--- config.mk ---
export PLATFORM = sky130hd
export DESIGN_NAME = rmq_sqrt
export DESIGN_NICKNAME = d
export VERILOG_FILES = /design/src/rtl/rotation_matrix_to_quaternion_assert.svh /design/src/rtl/rmq_pkg.sv /design/src/rtl/rmq_sqrt.sv
export SDC_FILE = /design/constraint.sdc
export NUM_CORES = 1
export LEC_CHECK = 0
export ABC_AREA = 1
export BUFFER_PORTS_ARGS = -buffer_cell sky130_fd_sc_hd__buf_2
export CAP_MARGIN = 0
export CORE_MARGIN = 4
export CORE_UTILIZATION = 30
export CTS_BUF_LIST = sky130_fd_sc_hd__clkbuf_4
export DETAILED_ROUTE_END_ITERATION = 7
export PLACE_DENSITY = 0.48
export SLEW_MARGIN = 20
export SYNTH_ARGS = -nofsm -noshare
export SYNTH_HDL_FRONTEND = slang
export SYNTH_SLANG_ARGS = --single-unit
--- constraint.sdc ---
create_clock -name clk -period 2.2 [get_ports clk]
set_clock_uncertainty 0.2 [all_clocks]
set_input_delay 0.33 -clock clk [delete_from_list [all_inputs] [get_ports clk]]
set_output_delay 0.33 -clock clk [all_outputs]
set_load 0.02 [all_outputs]
--- src/rtl/rotation_matrix_to_quaternion_assert.svh ---
// assertion macros used by rotation_matrix_to_quaternion.sv
`ifndef ROTATION_MATRIX_TO_QUATERNION_ASSERT_SVH
`define ROTATION_MATRIX_TO_QUATERNION_ASSERT_SVH

// checked only while out of reset
`define RMQ_ASSERT(lbl, prop) \
  lbl: assert property (@(posedge clk) disable iff (!rst_n) prop) \
    else $error("rmq assertion failed");

// checked at every edge, reset included
`define RMQ_ASSERT_ALWAYS(lbl, prop) \
  lbl: assert property (@(posedge clk) prop) \
    else $error("rmq assertion failed");

`endif

--- src/rtl/rmq_pkg.sv ---
package rmq_pkg;

  localparam int FRAC_BITS_DEF = 14;
  // quotient bits kept before saturation to 16 bits
  localparam int QUO_BITS = 17;
  localparam int MAG_BITS = 17;

  typedef enum logic [1:0] {
    BR_TRACE = 2'd0,
    BR_X     = 2'd1,
    BR_Y     = 2'd2,
    BR_Z     = 2'd3
  } br_t;

  // payload riding beside the square root
  typedef struct packed {
    br_t                        br;
    logic [2:0]                 neg;
    logic [2:0][MAG_BITS-1:0]   mag;
  } side1_t;

  // payload riding beside the dividers
  typedef struct packed {
    br_t         br;
    logic [15:0] dom;
    logic        degen;
    logic [2:0]  ovf;
    logic [2:0]  neg;
  } side2_t;

endpackage

--- src/rtl/rmq_sqrt.sv ---
module rmq_sqrt #(
  parameter int RW = 17
) (
  input  logic            clk,
  input  logic            en,
  input  logic [2*RW-1:0] x_i,
  output logic [RW-1:0]   root_o
);
  import rmq_pkg::*;

  localparam int XP = 2 * RW;

  logic [RW:0]   rem_r  [RW];
  logic [RW-1:0] root_r [RW];
  logic [XP-1:0] x_r    [RW];

  // one root bit per stage
  for (genvar gi = 0; gi < RW; gi++) begin : g_stage
    logic [RW:0]   p_rem;
    logic [RW-1:0] p_root;
    logic [XP-1:0] p_x;
    logic [RW+2:0] cur;
    logic [RW+2:0] trial;
    logic [RW+2:0] diff;
    logic          ge;

    if (gi == 0) begin : g_first
      assign p_rem  = '0;
      assign p_root = '0;
      assign p_x    = x_i;
    end else begin : g_next
      assign p_rem  = rem_r[gi-1];
      assign p_root = root_r[gi-1];
      assign p_x    = x_r[gi-1];
    end

    always_comb begin
      cur   = {p_rem, p_x[XP-1:XP-2]};
      trial = (RW+3)'({p_root, 2'b01});
      ge    = cur >= trial;
      diff  = cur - trial;
    end

    always_ff @(posedge clk) begin
      if (en) begin
        rem_r[gi]  <= ge ? diff[RW:0] : cur[RW:0];
        root_r[gi] <= {p_root[RW-2:0], ge};
        x_r[gi]    <= p_x << 2;
      end
    end
  end

  assign root_o = root_r[RW-1];

endmodule

==> impl_metrics.tcl <==
set metrics [dict create \
    area_growth_pct 42.8 \
    outcome "finished, violations left" \
    port_buffers 52 \
    cts_buffer_depth 3 \
    io_pins 53 \
    overflow 0 \
    cts_buffers 192 \
    clock_sinks 693 \
    drive_gt1_share_pct 40.4 \
    combPwrFrac_pct 26.7 \
    die-area_mm2 0.126 \
    path_class "reg -> reg" \
    synth-seq-area-share_pct 57.8 \
    hp-class "reg -> reg" \
    tightest_slew_ns 0.569 \
    cp_max_fo 5 \
    wl_per_cell_um 14.7 \
    vias 28300 \
    swShare_pct 30.6 \
    wl_met2_um 44800 \
    fin_crit_ns 2.35 \
    tritoncts "done" \
    grtUsageTotal_pct 14.5 \
    power.total_mw 39.5 \
    drt_iter0_drc 1286 \
    mostFrequentLayoutCells "nand2_1 (750), edfxtp_1 (693), buf_4 (660)" \
    wl_met1_um 43700 \
    top_layer_used "met4" \
    ys_seq_elements 693 \
    die_width_um 354 \
    p_int_mw 27.4 \
    grt_pass1_wl_um 146000 \
    drt_wl_total_um 94500 \
    hold_viol 0 \
    ant_nets 0 \
    die_height_um 354 \
    violations "negative setup slack" \
    grt_max_degree 86 \
    timing.final.ws_setup_ns -0.154 \
    synth_edf_count 693 \
    clk_pin_slew_worst_paths_ns 0.06 \
    p_leak_nw 22.2 \
    async_flop_share_pct 0 \
    nets 4904 \
    rows 126 \
    antenna_found_initial 2 \
    synth.distinct_cells 49 \
    finalWeightedCongestion 0.855 \
    core-area_mm2 0.119 \
    startpoint_type "flip-flop" \
    place_hpwl_um 65600 \
    drc 0 \
    holdWs_ns 0.169 \
    crit_arrival_ns 3.02 \
    required_ns 2.87 \
    syn_area_per_cell_um2 9.88 \
    first_global_vias 27900 \
    clockRootBuffer "clkbuf_4" \
    via_per_inst 4.39 \
    fin_crit_sh_pct 107 \
    synthCells 3647 \
    max_cap_violations 0 \
    max_freq_mhz 425 \
    yosysWarningCount 0 \
    clock_latency_ns 1.13 \
    slew_headroom_pct 62.1 \
    synth_ff_type "edfxtp_1" \
    ir_worst_vdd_uv 522 \
    p_clk_share_pct 29.8 \
    layout_commonest_cell "nand2_1" \
    synth_area_mm2 0.0360 \
    met3_length_um 3840 \
    h-tree-depth 4 \
    rsz0062_at_grt "true" \
    syn-num-nets 3854 \
    cp-end-kind "flip-flop" \
    n_fill_cell 11500 \
    seqPwrFrac_pct 43.5 \
    maxSlewViolCount 0 \
    first_pass_iters 5 \
    setup_viol 69 \
    p_switching_mw 12.1 \
    power_per_cell_area_mw_per_mm2 767 \
    start_util_pct 30.4 \
]
[synthesized netlist by cell type, drive strengths merged (27+ instances only)]
cell | number | area [µm²]
edfxtp | 693 | 20800
nand3b | 33 | 248
a21oi | 190 | 1130
xnor2 | 47 | 412
inv | 558 | 2100
nor2 | 300 | 1260
ha | 171 | 2140
nand4 | 58 | 363
buf | 27 | 285
xor2 | 60 | 526
nand2 | 1062 | 4200
o21ai | 144 | 852
nand3 | 232 | 1220
nor3 | 33 | 185
[power by group through the flow]
stage	clock, mW	combinational, mW	sequential, mW
2_1_floorplan	0	4.81	17.0
3_3_place_gp	0	8.08	17.3
3_5_place_dp	0	8.10	17.3
4_1_cts	12.3	9.17	17.1
5_1_grt	13.1	11.7	17.3
6_report	11.8	10.5	17.2
[registers in the layout, indices dropped and copies added, names as in the netlist]
register / flops
x_r: 272
rem_r: 268
root_r: 153
[stage by stage]
stage | setup TNS (ns) | utilization, % | cell area [µm²] | std cells | worst slack [ns]
after floorplan | 0 | - | 36000 | 3647 | 0.0830
after global placement | -17.85 | 35.6 | 42200 | 5791 | -0.274
after detailed placement | -19.39 | 35.6 | 42200 | 5791 | -0.350
after CTS | -3.99 | 40.5 | 48000 | 6308 | -0.202
after global routing | -16.21 | 43.4 | 51400 | 6447 | -0.277
final | -2.75 | 43.4 | 51400 | 6447 | -0.154
[cells by family after synthesis]
logic type	share of synthesized area, %
XOR/XNOR	2.60
AO/OA/AOI/OAI	5.94
other	0.0104
flip-flops	57.8
adder cells (fa/ha/maj)	5.94
buffers and inverters	6.63
AND/OR/NAND/NOR	21.1
[worst max-delay path: stages, from the launching register on]
cell	delay, ns
edfxtp_1	0.46
inv_2	0.11
ha_4	0.21
nand2_4	0.09
inv_2	0.04
a21oi_2	0.18
nand2_2	0.10
nand2_2	0.11
nand2_4	0.07
nor2_4	0.21
buf_6	0.17
buf_16	0.12
o21ai_2	0.04
[final timing paths]
kind	start	endpoint	slack (ns)	cells after the start
max	root_r[1][72]	rem_r[0][236]	-0.15	12
min	x_r[0][21]	x_r[0][55]	0.17	0
max reg2reg	root_r[1][72]	rem_r[0][236]	-0.15	12
min reg2reg	x_r[0][21]	x_r[0][55]	0.17	0
[repair_timing]
action                                 in CTS  in global routing
cloned                                     13                 10
endpoints found under the hold margin     728                  0
pin swaps                                  88                234
buffers inserted                           94                133
setup endpoints to repair                 219                266
hold buffers                               73                  0
resized for setup                         316                614
[final cells by class]
type,instances,area [µm²],area share (%)
Multi-Input combinational cell,2373,16500,32.0
Clock inverter,39,243,0.472
Inverter,558,2150,4.18
Clock buffer,298,2240,4.35
Timing Repair inverter,3,36.3,0.0705
Sequential cell,693,20800,40.5
Timing Repair Buffer,876,7470,14.5
Tap cell,1600,2000,3.89
Antenna cell,7,17.5,0.0341
[metal layers]
layer,vias to the layer above,track usage (%)
li1,14400,-
met1,13200,19.2
met2,519,23.8
met3,156,3.27
met4,0,4.52
met5,-,0
Note: power is estimated with default switching activity, not from simulation.
