## config.mk

```make
export PLATFORM = sky130hd
export DESIGN_NAME = rmq_div
export DESIGN_NICKNAME = d
export VERILOG_FILES = /design/src/rtl/rotation_matrix_to_quaternion_assert.svh /design/src/rtl/rmq_pkg.sv /design/src/rtl/rmq_div.sv
export SDC_FILE = /design/constraint.sdc
export NUM_CORES = 2
export LEC_CHECK = 0
export BUFFER_PORTS_ARGS = -buffer_cell sky130_fd_sc_hd__buf_2
export CAP_MARGIN = 10
export CORE_ASPECT_RATIO = 1.5
export CORE_MARGIN = 2
export CORE_UTILIZATION = 35
export DETAILED_ROUTE_END_ITERATION = 6
export HOLD_SLACK_MARGIN = 0.03
export SYNTH_ARGS = -nofsm -noshare
export SYNTH_HDL_FRONTEND = slang
export SYNTH_SLANG_ARGS = --single-unit
```

## constraint.sdc

```tcl
create_clock -name clk -period 9.2 [get_ports clk]
set_input_delay 1.84 -clock clk [delete_from_list [all_inputs] [get_ports clk]]
set_output_delay 1.84 -clock clk [all_outputs]
set_load 0.05 [all_outputs]
```

## src/rtl/rotation_matrix_to_quaternion_assert.svh

```systemverilog
// assertion macros used by rotation_matrix_to_quaternion.sv
`ifndef ROTATION_MATRIX_TO_QUATERNION_ASSERT_SVH
`define ROTATION_MATRIX_TO_QUATERNION_ASSERT_SVH

// checked only while out of reset
`define RMQ_ASSERT(lbl, prop) \
  lbl: assert property (@(posedge clk) disable iff (!rst_n) prop) \
    else $error("rmq assertion failed");

// checked at every edge, reset included
`define RMQ_ASSERT_ALWAYS(lbl, prop) \
  lbl: assert property (@(posedge clk) prop) \
    else $error("rmq assertion failed");

`endif

```

## src/rtl/rmq_pkg.sv

```systemverilog
package rmq_pkg;

  localparam int FRAC_BITS_DEF = 14;
  // quotient bits kept before saturation to 16 bits
  localparam int QUO_BITS = 17;
  localparam int MAG_BITS = 17;

  typedef enum logic [1:0] {
    BR_TRACE = 2'd0,
    BR_X     = 2'd1,
    BR_Y     = 2'd2,
    BR_Z     = 2'd3
  } br_t;

  // payload riding beside the square root
  typedef struct packed {
    br_t                        br;
    logic [2:0]                 neg;
    logic [2:0][MAG_BITS-1:0]   mag;
  } side1_t;

  // payload riding beside the dividers
  typedef struct packed {
    br_t         br;
    logic [15:0] dom;
    logic        degen;
    logic [2:0]  ovf;
    logic [2:0]  neg;
  } side2_t;

endpackage

```

## src/rtl/rmq_div.sv

```systemverilog
module rmq_div #(
  parameter int NW = 33,
  parameter int DW = 18
) (
  input  logic                         clk,
  input  logic                         en,
  input  logic [NW-1:0]                num_i,
  input  logic [DW-1:0]                den_i,
  output logic [rmq_pkg::QUO_BITS-1:0] quo_o
);
  import rmq_pkg::*;

  localparam int QW = QUO_BITS;
  localparam int CW = (NW > DW + QW) ? NW : DW + QW;

  logic [CW-1:0] rem_r [QW];
  logic [DW-1:0] den_r [QW];
  logic [QW-1:0] quo_r [QW];

  // restoring division, one quotient bit per stage, msb first
  for (genvar gi = 0; gi < QW; gi++) begin : g_stage
    logic [CW-1:0] p_rem;
    logic [DW-1:0] p_den;
    logic [QW-1:0] p_quo;
    logic [CW-1:0] sh;
    logic          ge;

    if (gi == 0) begin : g_first
      assign p_rem = CW'(num_i);
      assign p_den = den_i;
      assign p_quo = '0;
    end else begin : g_next
      assign p_rem = rem_r[gi-1];
      assign p_den = den_r[gi-1];
      assign p_quo = quo_r[gi-1];
    end

    always_comb begin
      sh = CW'(p_den) << (QW - 1 - gi);
      ge = p_rem >= sh;
    end

    always_ff @(posedge clk) begin
      if (en) begin
        rem_r[gi] <= ge ? p_rem - sh : p_rem;
        den_r[gi] <= p_den;
        quo_r[gi] <= {p_quo[QW-2:0], ge};
      end
    end
  end

  assign quo_o = quo_r[QW-1];

endmodule
```

==> impl_metrics.env <==
export IMPL_ys_async_sr_fraction_pct=0
export IMPL_die_area_mm2=0.150
export IMPL_setup_tns_ps=0
export IMPL_crit_family="compound AO/OA/AOI/OAI gates"
export IMPL_cts_resized_gates=0
export IMPL_num_vias=32600
export IMPL_syn2layout_area_growth_pct=11.5
export IMPL_drt_iter0_drc=1565
export IMPL_end_kind="flip-flop"
export IMPL_seq_area_mm2=0.0301
export IMPL_syn_inst=4282
export IMPL_cts_setup_buffers=0
export IMPL_synth_nets=4656
export IMPL_cts_buffer_depth=3
export IMPL_wl_per_cell_um=17.6
export IMPL_drive_gt1_share_pct=7.97
export IMPL_drv_cap=0
export IMPL_dp_hpwl_mm=86.7
export IMPL_yosysTopAreaCell="edfxtp_1"
export IMPL_postLayoutCellArea_mm2=0.0573
export IMPL_cpPeakStageDelay_ps=470
export IMPL_synth_cell_types=81
export IMPL_finalHoldViolCount=0
export IMPL_post_place_ws_ps=3770
export IMPL_die_h_um=473
export IMPL_start_util_pct=35.2
export IMPL_multi_input_area_mm2=0.0196
export IMPL_io_buffers=69
export IMPL_ant_nets=0
export IMPL_max_freq_mhz=217
export IMPL_finClkSkew_ps=42.8
export IMPL_grt_pass1_wl_mm=176
export IMPL_avgSynthCellArea_um2=12.0
export IMPL_worst_ep_required_time_ps=9670
export IMPL_row_count=172
export IMPL_critPathLaunchType="primary input"
export IMPL_placed_cell_area_mm2=0.0541
export IMPL_cpMostUsedCell="o41a_1"
export IMPL_crit_buf_inv=3
export IMPL_dieWidth_um=317
export IMPL_dp_cells=6228
export IMPL_routabilityCongestion=0.945
export IMPL_ys_ff_latch=1001
export IMPL_cts_buffers=100
export IMPL_hold_path_class="flip-flop to flip-flop"
export IMPL_drt_total_wl_mm=113
export IMPL_grt_util_met2_pct=32.2
export IMPL_yosys_top_cells_area="edfxtp_1 (59%), ha_1 (7.4%), xnor2_1 (3.0%), xor2_1 (2.9%), a21oi_1 (2.9%)"
export IMPL_yosys_warnings=0
export IMPL_synth_flop_cell="edfxtp_1"
export IMPL_peakVddDrop_mv=0.158
export IMPL_drc=0
export IMPL_status="finished clean"
export IMPL_min_period_ps=4620
export IMPL_cts_sinks=1001
export IMPL_antenna_found_initial=0
export IMPL_worstMarginPinSlew_ps=1090
export IMPL_grt_pass1_vias=34200
export IMPL_synth_edff_count=1001
export IMPL_crit_chain="buf_2 > inv_1 > ha_1 > nor2b_1 > o21ai_0 > a21oi_1 > o41a_1 > o41a_1 > a21o_1 > a41oi_2 > buf_4 > mux2_2"
export IMPL_clk_latency_ps=720
export IMPL_seq_area_frac_synth_pct=58.5
export IMPL_setup_viol=0
export IMPL_postCtsHoldBufs=0
export IMPL_drt_vias_per_instance=5.09
export IMPL_drt_pass1_iter_count=5
export IMPL_critical_path_class="primary input to flip-flop"
export IMPL_crit_arrival_ps=5090
export IMPL_track_usage_pct=15.1
export IMPL_use_met1_pct=11.2
export IMPL_synthDominantCellAreaShare_pct=58.5
export IMPL_grt_max_degree=183
export IMPL_crit_slowest_cell="o41a_1"
export IMPL_netlist_area_mm2=0.0514
export IMPL_met3_usage_pct=1.79
export IMPL_path_max_fanout=36
export IMPL_fin_crit_sh_pct=50.2
export IMPL_setup_ws_ps=4580
export IMPL_powerDensity_mw_per_mm2=285
export IMPL_gr_total_overflow=0
export IMPL_antenna_cells=0
export IMPL_maxSlewViolCount=0
export IMPL_layout_nets=4790
export IMPL_boundaryPins=70
export IMPL_final_cell_count_no_fill=6408
export IMPL_final_fill_count=13900
export IMPL_cts_tree="yes"
export IMPL_busiest_layer="met2"
export IMPL_cts_root_buf="clkbuf_16"
export IMPL_p_leak_nw=21.9
export IMPL_coreArea_mm2=0.146
export IMPL_rsz0062_at_grt="false"
export IMPL_path_clk_slew_ps=60
export IMPL_slew_headroom_pct=26.5
export IMPL_htree_levels=3
## cells by family after synthesis
group | count (synthesis) | share of synthesized area [%]
AO/OA/AOI/OAI | 932 | 11.3
AND/OR/NAND/NOR | 1148 | 11.3
flip-flops | 1001 | 58.5
multiplexers | 70 | 1.53
buffers and inverters | 466 | 3.48
adder cells (fa/ha/maj) | 321 | 8.05
XOR/XNOR | 344 | 5.86
## cell usage in the layout (no fill, tap or decap), drive strengths merged, types with 22 or more instances in the layout
master and n:
a211oi 30, a21o 129, a21oi 294, and3 22, buf 102, clkbuf 122, clkinv 46, edfxtp 1001
ha 305, inv 398, mux2 67, nand2 290, nand2b 59, nand3 68, nand4 58, nor2 272
nor2b 55, nor3 100, nor4 67, nor4b 22, o21a 46, o21ai 244, o31ai 24, or3 24
xnor2 174, xor2 170
## layer usage
layer	up-vias	wire, µm
li1	16100	-
met1	15600	32800
met2	617	67400
met3	381	2820
met4	0	10000
met5	-	0
## registers in the layout, indices dropped and copies added (netlist names)
register and flops:
rem_r 560, den_r 288, quo_r 153
## layout make-up
type	instances	area share, %
clock inverters	58	0.904
multi-input cells	2815	34.1
flip-flops and latches	1001	52.5
repair buffers	102	1.14
clock buffers	122	4.59
well taps	1914	4.18
inverters	396	2.60
## synthesized netlist by cell type, drive strengths merged (22+ instances only)
cell type and instances:
nand4 58, clkbuf 57, edfxtp 1001, a211oi 30
inv 395, a21o 129, or3 24, mux2 67
nor2b 55, ha 305, xnor2 174, a21oi 294
o31ai 24, o21ai 244, nand3 68, nor2 272
nor4 67, nor4b 22, nand2b 59, o21a 46
xor2 170, nor3 100, nand2 290, and3 22
## metrics by stage
stage / power [mW] / utilization (%) / hold slack, ps
after floorplan: 10.9 / - / 400
after global placement: 12.4 / 37.1 / 401
after detailed placement: 12.5 / 37.1 / 405
after CTS: 16.5 / 39.2 / 412
after global routing: 17.4 / 39.2 / 420
final: 16.3 / 39.2 / 412
## final timing paths
kind / start / to / slack (ps) / cells after the start
max: den_i[1] / rem_r[0][20] / 4580 / 12
min: quo_r[0][223] / quo_r[0][241] / 410 / 0
max reg2reg: den_r[0][72] / rem_r[0][205] / 4940 / 12
min reg2reg: quo_r[0][223] / quo_r[0][241] / 410 / 0
## report_power, final
part           total, mW  internal, mW  leakage (nW)  switching [mW]
clock network       3.93          2.22          1.53            1.71
registers           6.87          6.29          9.65           0.582
logic               5.55          2.38          10.8            3.17
total               16.3          10.9          21.9            5.46
(Power assumes the default switching activity.)
